## config.mk

```make
export PLATFORM = sky130hd
export DESIGN_NAME = nnis_scan
export DESIGN_NICKNAME = d
export VERILOG_FILES = /design/src/rtl/nnis_pkg.sv /design/src/rtl/nnis_div.sv /design/src/rtl/nnis_scan.sv
export SDC_FILE = /design/constraint.sdc
export NUM_CORES = 1
export LEC_CHECK = 0
export BUFFER_PORTS_ARGS = -buffer_cell sky130_fd_sc_hd__buf_2
export CAP_MARGIN = 10
export CORE_ASPECT_RATIO = 1.75
export CORE_MARGIN = 1.5
export CORE_UTILIZATION = 30
export CTS_CLUSTER_DIAMETER = 120
export DETAILED_ROUTE_END_ITERATION = 12
export REMOVE_ABC_BUFFERS = 1
export SYNTH_ARGS = -nofsm -noshare
export SYNTH_HDL_FRONTEND = slang
export SYNTH_SLANG_ARGS = --single-unit
```

## constraint.sdc

```tcl
create_clock -name clk_i -period 7.4 [get_ports clk_i]
set_clock_uncertainty 0.15 [all_clocks]
set_input_delay 1.48 -clock clk_i [delete_from_list [all_inputs] [get_ports clk_i]]
set_output_delay 1.48 -clock clk_i [all_outputs]
set_load 0.01 [all_outputs]
```

## src/rtl/nnis_pkg.sv

```systemverilog
package nnis_pkg;

  localparam int unsigned MAX_WIDTH  = 256;
  localparam int unsigned MAX_HEIGHT = 256;

  localparam int unsigned PIX_W = 32;
  localparam int unsigned DIM_W = 9;
  localparam int unsigned COL_W = (MAX_WIDTH > 1) ? $clog2(MAX_WIDTH) : 1;
  localparam int unsigned ROW_W = (MAX_HEIGHT > 1) ? $clog2(MAX_HEIGHT) : 1;

  localparam int unsigned STORE_DEPTH = MAX_WIDTH * MAX_HEIGHT;
  localparam int unsigned ADDR_W      = (STORE_DEPTH > 1) ? $clog2(STORE_DEPTH) : 1;
  localparam int unsigned SIZE_W      = 2 * DIM_W;

  localparam int unsigned CNT_W = (COL_W > ROW_W) ? COL_W : ROW_W;
  localparam int unsigned DVD_W = CNT_W + DIM_W;

  localparam int unsigned CFG_IDX_W = 2;
  localparam logic [CFG_IDX_W-1:0] REG_SRC_WIDTH  = 2'd0;
  localparam logic [CFG_IDX_W-1:0] REG_SRC_HEIGHT = 2'd1;
  localparam logic [CFG_IDX_W-1:0] REG_DST_WIDTH  = 2'd2;
  localparam logic [CFG_IDX_W-1:0] REG_DST_HEIGHT = 2'd3;

  typedef struct packed {
    logic [ADDR_W-1:0] addr;
    logic              last;
  } fetch_t;

  // A zero dimension acts as one and a large one saturates at the maximum.
  function automatic logic [DIM_W-1:0] clamp_dim(input logic [DIM_W-1:0] v,
                                                 input logic [DIM_W-1:0] maxv);
    logic [DIM_W-1:0] r;
    r = v;
    if (v == '0) begin
      r = DIM_W'(1);
    end else if (v > maxv) begin
      r = maxv;
    end
    return r;
  endfunction

endpackage

```

## src/rtl/nnis_div.sv

```systemverilog
module nnis_div (
  input  logic                        clk_i,
  input  logic                        rst_ni,
  input  logic                        start_i,
  input  logic [nnis_pkg::DVD_W-1:0]  dividend_i,
  input  logic [nnis_pkg::DIM_W-1:0]  divisor_i,
  output logic                        done_o,
  output logic [nnis_pkg::DVD_W-1:0]  quotient_o,
  output logic [nnis_pkg::DIM_W-1:0]  remainder_o
);
  import nnis_pkg::*;

  localparam int unsigned STEP_W = $clog2(DVD_W + 1);

  logic [DVD_W-1:0]  quo_q, quo_d;
  logic [DIM_W-1:0]  rem_q, rem_d;
  logic [DIM_W-1:0]  dvs_q;
  logic [STEP_W-1:0] cnt_q, cnt_d;
  logic              done_q, done_d;
  logic [DIM_W:0]    shifted;
  logic [DIM_W:0]    trial;

  always_comb begin
    shifted = {rem_q, quo_q[DVD_W-1]};
    trial   = shifted - {1'b0, dvs_q};
    quo_d   = quo_q;
    rem_d   = rem_q;
    cnt_d   = cnt_q;
    done_d  = 1'b0;
    if (start_i) begin
      quo_d = dividend_i;
      rem_d = '0;
      cnt_d = STEP_W'(DVD_W);
    end else if (cnt_q != '0) begin
      if (shifted >= {1'b0, dvs_q}) begin
        rem_d = trial[DIM_W-1:0];
        quo_d = {quo_q[DVD_W-2:0], 1'b1};
      end else begin
        rem_d = shifted[DIM_W-1:0];
        quo_d = {quo_q[DVD_W-2:0], 1'b0};
      end
      cnt_d = cnt_q - STEP_W'(1);
      if (cnt_q == STEP_W'(1)) begin
        done_d = 1'b1;
      end
    end
  end

  always_ff @(posedge clk_i or negedge rst_ni) begin
    if (!rst_ni) begin
      cnt_q  <= '0;
      done_q <= 1'b0;
    end else begin
      cnt_q  <= cnt_d;
      done_q <= done_d;
    end
  end

  always_ff @(posedge clk_i) begin
    quo_q <= quo_d;
    rem_q <= rem_d;
    if (start_i) begin
      dvs_q <= divisor_i;
    end
  end

  assign done_o      = done_q;
  assign quotient_o  = quo_q;
  assign remainder_o = rem_q;

endmodule

```

## src/rtl/nnis_scan.sv

```systemverilog
module nnis_scan (
  input  logic                       clk_i,
  input  logic                       rst_ni,
  input  logic                       restart_i,
  input  logic [nnis_pkg::DIM_W-1:0] src_w_i,
  input  logic [nnis_pkg::DIM_W-1:0] src_h_i,
  input  logic [nnis_pkg::DIM_W-1:0] dst_w_i,
  input  logic [nnis_pkg::DIM_W-1:0] dst_h_i,
  input  logic                       step_i,
  output logic                       busy_o,
  output nnis_pkg::fetch_t           fetch_o
);
  import nnis_pkg::*;

  typedef enum logic [2:0] {
    S_IDLE,
    S_QX,
    S_SX,
    S_QY,
    S_SY
  } state_e;

  state_e           state_q;
  logic             wait_q;
  logic [COL_W-1:0] col_q, col_d, col_eff;
  logic [ROW_W-1:0] row_q, row_d, row_eff;
  logic [COL_W-1:0] sx_q, sx_d;
  logic [ROW_W-1:0] sy_q, sy_d;
  logic [DIM_W-1:0] ex_q, ex_d, ey_q, ey_d;
  logic [DIM_W-1:0] qx_q, rx_q, qy_q, ry_q;

  logic             div_start, div_done;
  logic [DVD_W-1:0] div_dividend, div_quo;
  logic [DIM_W-1:0] div_divisor, div_rem;

  logic [DIM_W:0]          ex_sum, ey_sum;
  logic                    ex_carry, ey_carry;
  logic [DIM_W:0]          sx_sum;
  logic [DIM_W:0]          sy_sum;
  logic [ROW_W+DIM_W-1:0]  row_base;
  logic [ROW_W+DIM_W:0]    addr_full;
  logic                    col_end, row_end;

  assign col_eff = ({{(DIM_W-COL_W){1'b0}}, col_q} >= dst_w_i) ? '0 : col_q;
  assign row_eff = ({{(DIM_W-ROW_W){1'b0}}, row_q} >= dst_h_i) ? '0 : row_q;

  always_comb begin
    div_divisor  = dst_w_i;
    div_dividend = DVD_W'(src_w_i);
    unique case (state_q)
      S_QX: begin
        div_divisor  = dst_w_i;
        div_dividend = DVD_W'(src_w_i);
      end
      S_SX: begin
        div_divisor  = dst_w_i;
        div_dividend = DVD_W'(col_eff) * DVD_W'(src_w_i);
      end
      S_QY: begin
        div_divisor  = dst_h_i;
        div_dividend = DVD_W'(src_h_i);
      end
      S_SY: begin
        div_divisor  = dst_h_i;
        div_dividend = DVD_W'(row_eff) * DVD_W'(src_h_i);
      end
      default: begin
        div_divisor  = dst_w_i;
        div_dividend = DVD_W'(src_w_i);
      end
    endcase
  end

  assign div_start = !restart_i && (state_q != S_IDLE) && !wait_q;

  nnis_div u_div (
    .clk_i       (clk_i),
    .rst_ni      (rst_ni),
    .start_i     (div_start),
    .dividend_i  (div_dividend),
    .divisor_i   (div_divisor),
    .done_o      (div_done),
    .quotient_o  (div_quo),
    .remainder_o (div_rem)
  );

  // Source column and row advance by quotient and remainder of the scale ratio.
  always_comb begin
    col_end  = ((DIM_W+1)'(col_eff) + (DIM_W+1)'(1)) >= {1'b0, dst_w_i};
    row_end  = ((DIM_W+1)'(row_eff) + (DIM_W+1)'(1)) >= {1'b0, dst_h_i};
    ex_sum   = {1'b0, ex_q} + {1'b0, rx_q};
    ex_carry = ex_sum >= {1'b0, dst_w_i};
    ey_sum   = {1'b0, ey_q} + {1'b0, ry_q};
    ey_carry = ey_sum >= {1'b0, dst_h_i};
    sx_sum   = (DIM_W+1)'(sx_q) + {1'b0, qx_q} + (DIM_W+1)'(ex_carry);
    sy_sum   = (DIM_W+1)'(sy_q) + {1'b0, qy_q} + (DIM_W+1)'(ey_carry);

    col_d = col_eff;
    row_d = row_eff;
    sx_d  = sx_q;
    ex_d  = ex_q;
    sy_d  = sy_q;
    ey_d  = ey_q;
    if (col_end) begin
      col_d = '0;
      sx_d  = '0;
      ex_d  = '0;
      if (row_end) begin
        row_d = '0;
        sy_d  = '0;
        ey_d  = '0;
      end else begin
        row_d = row_eff + ROW_W'(1);
        sy_d  = sy_sum[ROW_W-1:0];
        ey_d  = ey_carry ? DIM_W'(ey_sum - {1'b0, dst_h_i}) : ey_sum[DIM_W-1:0];
      end
    end else begin
      col_d = col_eff + COL_W'(1);
      sx_d  = sx_sum[COL_W-1:0];
      ex_d  = ex_carry ? DIM_W'(ex_sum - {1'b0, dst_w_i}) : ex_sum[DIM_W-1:0];
    end
  end

  assign row_base     = (ROW_W+DIM_W)'(sy_q) * (ROW_W+DIM_W)'(src_w_i);
  assign addr_full    = {1'b0, row_base} + (ROW_W+DIM_W+1)'(sx_q);
  assign fetch_o.addr = addr_full[ADDR_W-1:0];
  assign fetch_o.last = (DIM_W'(row_eff) == (dst_h_i - DIM_W'(1))) &&
                        (DIM_W'(col_eff) == (dst_w_i - DIM_W'(1)));
  assign busy_o       = (state_q != S_IDLE);

  always_ff @(posedge clk_i or negedge rst_ni) begin
    if (!rst_ni) begin
      state_q <= S_QX;
      wait_q  <= 1'b0;
      col_q   <= '0;
      row_q   <= '0;
      sx_q    <= '0;
      sy_q    <= '0;
      ex_q    <= '0;
      ey_q    <= '0;
      qx_q    <= '0;
      rx_q    <= '0;
      qy_q    <= '0;
      ry_q    <= '0;
    end else if (restart_i) begin
      state_q <= S_QX;
      wait_q  <= 1'b0;
    end else begin
      unique case (state_q)
        S_IDLE: begin
          if (step_i) begin
            col_q <= col_d;
            row_q <= row_d;
            sx_q  <= sx_d;
            ex_q  <= ex_d;
            sy_q  <= sy_d;
            ey_q  <= ey_d;
          end
        end
        S_QX, S_SX, S_QY, S_SY: begin
          if (!wait_q) begin
            wait_q <= 1'b1;
          end else if (div_done) begin
            wait_q <= 1'b0;
            unique case (state_q)
              S_QX: begin
                qx_q    <= div_quo[DIM_W-1:0];
                rx_q    <= div_rem;
                state_q <= S_SX;
              end
              S_SX: begin
                sx_q    <= div_quo[COL_W-1:0];
                ex_q    <= div_rem;
                state_q <= S_QY;
              end
              S_QY: begin
                qy_q    <= div_quo[DIM_W-1:0];
                ry_q    <= div_rem;
                state_q <= S_SY;
              end
              default: begin
                sy_q    <= div_quo[ROW_W-1:0];
                ey_q    <= div_rem;
                state_q <= S_IDLE;
              end
            endcase
          end
        end
        default: begin
          state_q <= S_QX;
        end
      endcase
    end
  end

endmodule

```

Word level (Yosys, flattened, before mapping)

Index checks and enable logic that the tools add are counted.

Logic and storage cells: 134
Input port bits: 40
Bits in registers: 129
ROM bits: 0
Output and inout port bits: 18
RAM bits: 0
Bits in latches: 0
Memories: 0

Reductions and logical operators: 20
$mul: 3
Shift-type cells: 0
Div/mod/pow operators: 0
Add/sub/neg operators: 17
Bitwise logic cells: 1
Eq/ne operators: 16
Muxes and demuxes: 53
Magnitude comparators: 7

Operators by type and width:

| cell                | number |
|---|---|
| $mux 9              | 15 |
| $mux 8              | 16 |
| $pmux 17 s3         | 1 |
| $pmux 9 s2          | 2 |
| $mul 8x9->17        | 2 |
| $mux 17             | 2 |
| $pmux 8 s2          | 2 |
| $ge 10x9->1         | 3 |
| $sub 9x9->9         | 3 |
| $add 9x9->10        | 2 |
| $add 8x1->9 const B | 2 |
| $eq 8x9->1          | 2 |
| $ge 8x9->1          | 2 |
| $ge 9x9->1          | 2 |
| $sub 9x1->9 const B | 2 |
| $add 16x8->16       | 1 |
| $add 8x1->8         | 2 |
| $add 8x1->8 const B | 2 |
| $add 8x8->8         | 2 |
| $mul 8x9->16        | 1 |
| $ne 2x2->1 const B  | 6 |
| $mux 5              | 2 |
| $reduce_and 5->1    | 2 |
| $mux 3              | 3 |
| other kinds (24)    | 38 |

Longest topological paths before layout

Depth after elaboration: 8
Depth in mapped cells: 27
Depth with buffers taken out: 24

Hierarchy

From an unflattened synthesis, not the netlist that was laid out.

Cell total of the unflattened synthesis: 1929
Area total of the unflattened synthesis: 17152.7 µm²

Modules (own cells, without submodules):

| module    | times used | seq. area each (µm²) | area each (µm²) | cells an instance |
|---|---|---|---|---|
| nnis_scan | 1          | 2203.4               | 15000.6         | 1750 |
| nnis_div  | 1          | 1111.1               | 2152.1          | 179 |

Worst setup path after synthesis

Ideal clock, no wire load.

Kind: input-to-reg
Start: input dst_h_i[5] in the netlist's numbering
End: register u_div.quo_q[13], in the netlist u_div.quotient_o[13] (data pin)
Arrival time: 7108 ps
Data required time: 6989 ps
Library setup time: 261 ps
Path buffers: 2
Cell stages on the path: 23
Setup slack: -119 ps
Cells stage by stage: clkbuf_1 > inv_1 > ha_1 > or3_4 > a311o_1 > nand2_1 > clkbuf_1 > nand3_1 > fa_1 > fa_1 > inv_1 > fa_1 > inv_1 > fa_1 > inv_1 > ha_1 > nand3_1 > o211ai_1 > o41ai_1 > o21ai_0 > xnor2_1 > a221oi_1 > nor2_1

Cells in the longest elaborated chain, start to end: 5

RTL lines:

| what                      | RTL line        | text |
|---|---|---|
| start: declaration        | nnis_scan.sv:8  | `input logic [nnis_pkg::DIM_W-1:0] dst_h_i,` |
| $ge 8x9->1                | nnis_scan.sv:45 | `assign row_eff = ({{(DIM_W-ROW_W){1'b0}}, row_q} >= dst_h_i) ? '0 : row_q;` |
| $mux 8                    | nnis_scan.sv:45 |  |
| $mul 8x9->17              | nnis_scan.sv:65 | `div_dividend = DVD_W'(row_eff) * DVD_W'(src_h_i);` |
| $pmux 17 s3               | nnis_scan.sv:50 | `unique case (state_q)` |
| $mux 17                   | nnis_div.sv:30  | `if (start_i) begin` |
| named net u_div.quo_d[13] | nnis_div.sv:15  | `logic [DVD_W-1:0] quo_q, quo_d;` |
| end signal: assignment    | nnis_div.sv:60  | `quo_q <= quo_d;` |
| end: declaration          | nnis_div.sv:15  |  |

The timed path passes the listed nets, and every way through them passes these cells.
A chain may end at the register's enable or synchronous reset.

==> key figures <==
STA
  • Fmax: 139 MHz
  • Setup ws final: 0.188 ns
  • Final hold vios: 0
  • TNS Setup: 0 ns
  • Slew @ Worst Pin: 0.996 ns
  • Final setup fails: 0
  • Fin crit share: 97.5%
  • Tmin final: 7.21 ns
  • Max-slew violations: 0
  • RSZ-0062 raised after global routing: true
  • Slew HR: 33.6%

Floorplan
  • Die area: 58800 µm²
  • Std-Cell Rows: 115
  • Top Ports: 58
  • Initial Utilization: 30.5%
  • Area of the core: 56400 µm²
  • Die Wd: 184 µm
  • Chip height: 320 µm

Yosys
  • Async set-or-reset flop fraction in the synthesized netlist: 72.9%
  • Seq/Total Area, Yosys: 19.3%
  • Synth warnings: 0
  • EDFF count, synth: 26
  • Cells after Synth: 1975
  • Mapped Area: 17200 µm²
  • FF+latch count, synth: 129
  • Dominant synthesized flop cell: dfrtp_1
  • Number of library cell types mapped by synthesis: 87
  • Post-Syn Area per Cell: 8.71 µm²

Placed design
  • GPL Wtd Cong: 0.918
  • Number of port buffers: 57
  • HPWL after DPL: 41500 µm
  • Place WS: -0.0918 ns

Layout
  • Fillers: 5963
  • Ratio of cells with drive above 1 in the final layout: 13.7%
  • Footprint of the multi-input gates: 12700 µm²
  • Final nets: 2492
  • Ant. Diodes: 0
  • Area growth syn-to-layout: 14.8%
  • Register area: 3310 µm²

Global route
  • Vias in the first global route: 15400
  • Antenna violations before repair: 0
  • Congestion Overflow GR: 0
  • Largest net degree at the start of global routing: 65
  • Gr usage total: 17.7%
  • First-pass GRT wire length: 81600 µm

Setup path
  • Worst setup path class: primary input to output pin
  • Worst Setup SP: src_w_i[2]
  • Crit Path Max Fanout: 13
  • Worst setup EP type: output pin
  • Setup crit start kind: primary input
  • Reg2reg start: row_q[0]
  • Critical Path RT: 5.77 ns
  • CP Data Arrival Time: 5.58 ns

Power and ir drop
  • P per Cell Area: 269 nW/µm²
  • P_int: 2.89 mW
  • Switching Share: 45.5%
  • VDD IR max: 0.179 mV
  • Clk network pwr share: 15.8%
  • Gate power share: 62.7%
  • Static Leak: 10.1 nW
  • Seq pwr share: 21.5%
  • Sw Pwr: 2.41 mW

CTS
  • Clk sinks: 129
  • Cts bufs inserted: 17
  • H-tree levels: 4
  • CTS tree: built
  • Clock Path Buffers: 2
  • Worst-Skew Late Latency: 0.44 ns
  • CTS Root Buffer Type: clkbuf_16
  • Clock transition at path regs: 0.06 ns
  • # hold bufs at CTS: 0

Outcome
  • Status: complete, no violations

Detailed routing
  • Vias per cell: 5.08
  • Antenna Nets Post-Route: 0
  • Detailed-route via count: 14600
  • Routed wire length: 50400 µm
  • DR WL/cell: 17.5 µm
  • Initial DRC count: 733
  • Drt drc: 0
  • Pre-antenna DRT Iters: 5

Flow run
  • MaxCap Viol Count: 0

Worst hold path
  • Worst Hold Class: flop to flop
  • Worst hold start: ex_q[2]
## placed cells by master (no fill, tap or decap), types with 25 or more instances in the layout
cell type  count
nor3_1        35
mux2_2        40
nand3_1       36
inv_1        256
o21ai_0       93
nand2_1      175
nor2b_1       25
buf_4        126
fa_1         141
dfrtp_1       93
xor2_1        31
nor2_1       112
and2_1        74
ha_1         209
and3_1       103
buf_2         53
edfxtp_1      26
xnor2_1       79
a21oi_1       88
## final timing paths
kind	depth (start not counted)	end	slack (ns)
setup reg to reg	23	u_div.quotient_o[13]	0.80
min in group asynchronous	1	u_div.cnt_q[1]	0.84
setup / recovery	15	fetch_o[16]	0.19
max in group asynchronous	2	sy_q[4]	5.01
hold / removal	2	ex_q[2]	0.35
hold reg to reg	2	ex_q[2]	0.35
## flip-flops by register name, indices dropped and copies added (netlist names), 9 cells and up
register / flops
u_div.quotient_o: 17
ry_q: 9
u_div.dvs_q: 9
u_div.remainder_o: 9
ey_q: 9
rx_q: 9
ex_q: 9
## layer usage
layer | share of wire [%] | global-route usage, %
met1 | 38 | 19.0
met2 | 54 | 33.7
met3 | 2.8 | 1.46
met4 | 5.4 | 9.31
met5 | 0 | 0
## cell type report
class	count	share of cell area, %
sequential	129	16.8
inverter	256	4.87
multi-input combinational	1513	64.1
tap	760	4.82
clock inverter	10	0.368
timing repair buffer	184	6.45
clock buffer	22	2.57
## metrics by stage
| step | hold slack (ns) | cell area [µm²] | util [%] | total power [mW] | std cells |
|---|---|---|---|---|---|
| finish | 0.346 | 19700 | 35.0 | 5.30 | 2874 |
| global route | 0.366 | 19700 | 35.0 | 5.79 | 2874 |
| CTS | 0.345 | 19700 | 34.9 | 5.35 | 2872 |
| detailed placement | 0.331 | 19100 | 33.9 | 4.48 | 2840 |
| global placement | 0.320 | 19100 | 33.9 | 4.41 | 2840 |
| floorplan | 0.304 | 16900 | - | 3.38 | 1897 |
## power groups by stage
stage	Clock [mW]	Combinational [mW]	Sequential, mW
after floorplan	0	2.31	1.07
after global placement	0	3.27	1.15
after detailed placement	0	3.32	1.15
after CTS	0.852	3.35	1.14
after global routing	0.874	3.75	1.16
final	0.837	3.33	1.14
## cells in the mapped netlist (all sizes together) (10+ instances only)
cell    count  area (µm²)
a221oi     21         184
nand4      10        62.6
or2        10        62.6
mux2       41         462
o21a       12        90.1
xnor2      80         701
nor3       36         185
and3      103         644
clkbuf     69         269
xor2       32         288
dfrtp      93        2330
nor2b      25         156
o21ai     103         515
nand2b     12        75.1
and2       75         469
nor2      112         420
o211ai     14         110
mux2i      13         130
inv       256         961
a21oi      91         467
ha        209        2620
a21o       24         180
edfxtp     26         781
nand2     176         663
or3        12        80.1
a31oi      20         125
fa        142        2840
nand3      37         190
a211oi     14         105
## repair_timing
item | in CTS | in global routing
gates resized for setup | 1 | 10
setup endpoints to repair | 1 | 4
pin swaps | 0 | 7
gates cloned | 0 | 1
setup buffers | 0 | 1
endpoints found under the hold margin | 0 | 0
## worst max-delay path, cell delays in order
cell and delay, ns:
buf_4 0.15, buf_12 0.15, nand2_1 0.08, fa_1 0.55, inv_1 0.05, fa_1 0.51
fa_1 0.52, fa_1 0.49, ha_1 0.33, a21o_1 0.18, a31o_2 0.23, a41o_1 0.21
o41ai_2 0.32, xnor2_1 0.16, buf_2 0.16
## cells by family (layout without fill, tap and decap cells)
| group | after synthesis | count (layout) | synth area share (%) |
|---|---|---|---|
| flops | 129 | 129 | 19.3 |
| compound gates | 363 | 364 | 13.6 |
| buf+inv | 334 | 472 | 7.39 |
| xor+xnor | 112 | 112 | 5.75 |
| fa+ha+maj | 351 | 351 | 31.7 |
| simple gates | 632 | 632 | 18.8 |
| mux | 54 | 54 | 3.44 |
Note: power is estimated with default switching activity, not from simulation.
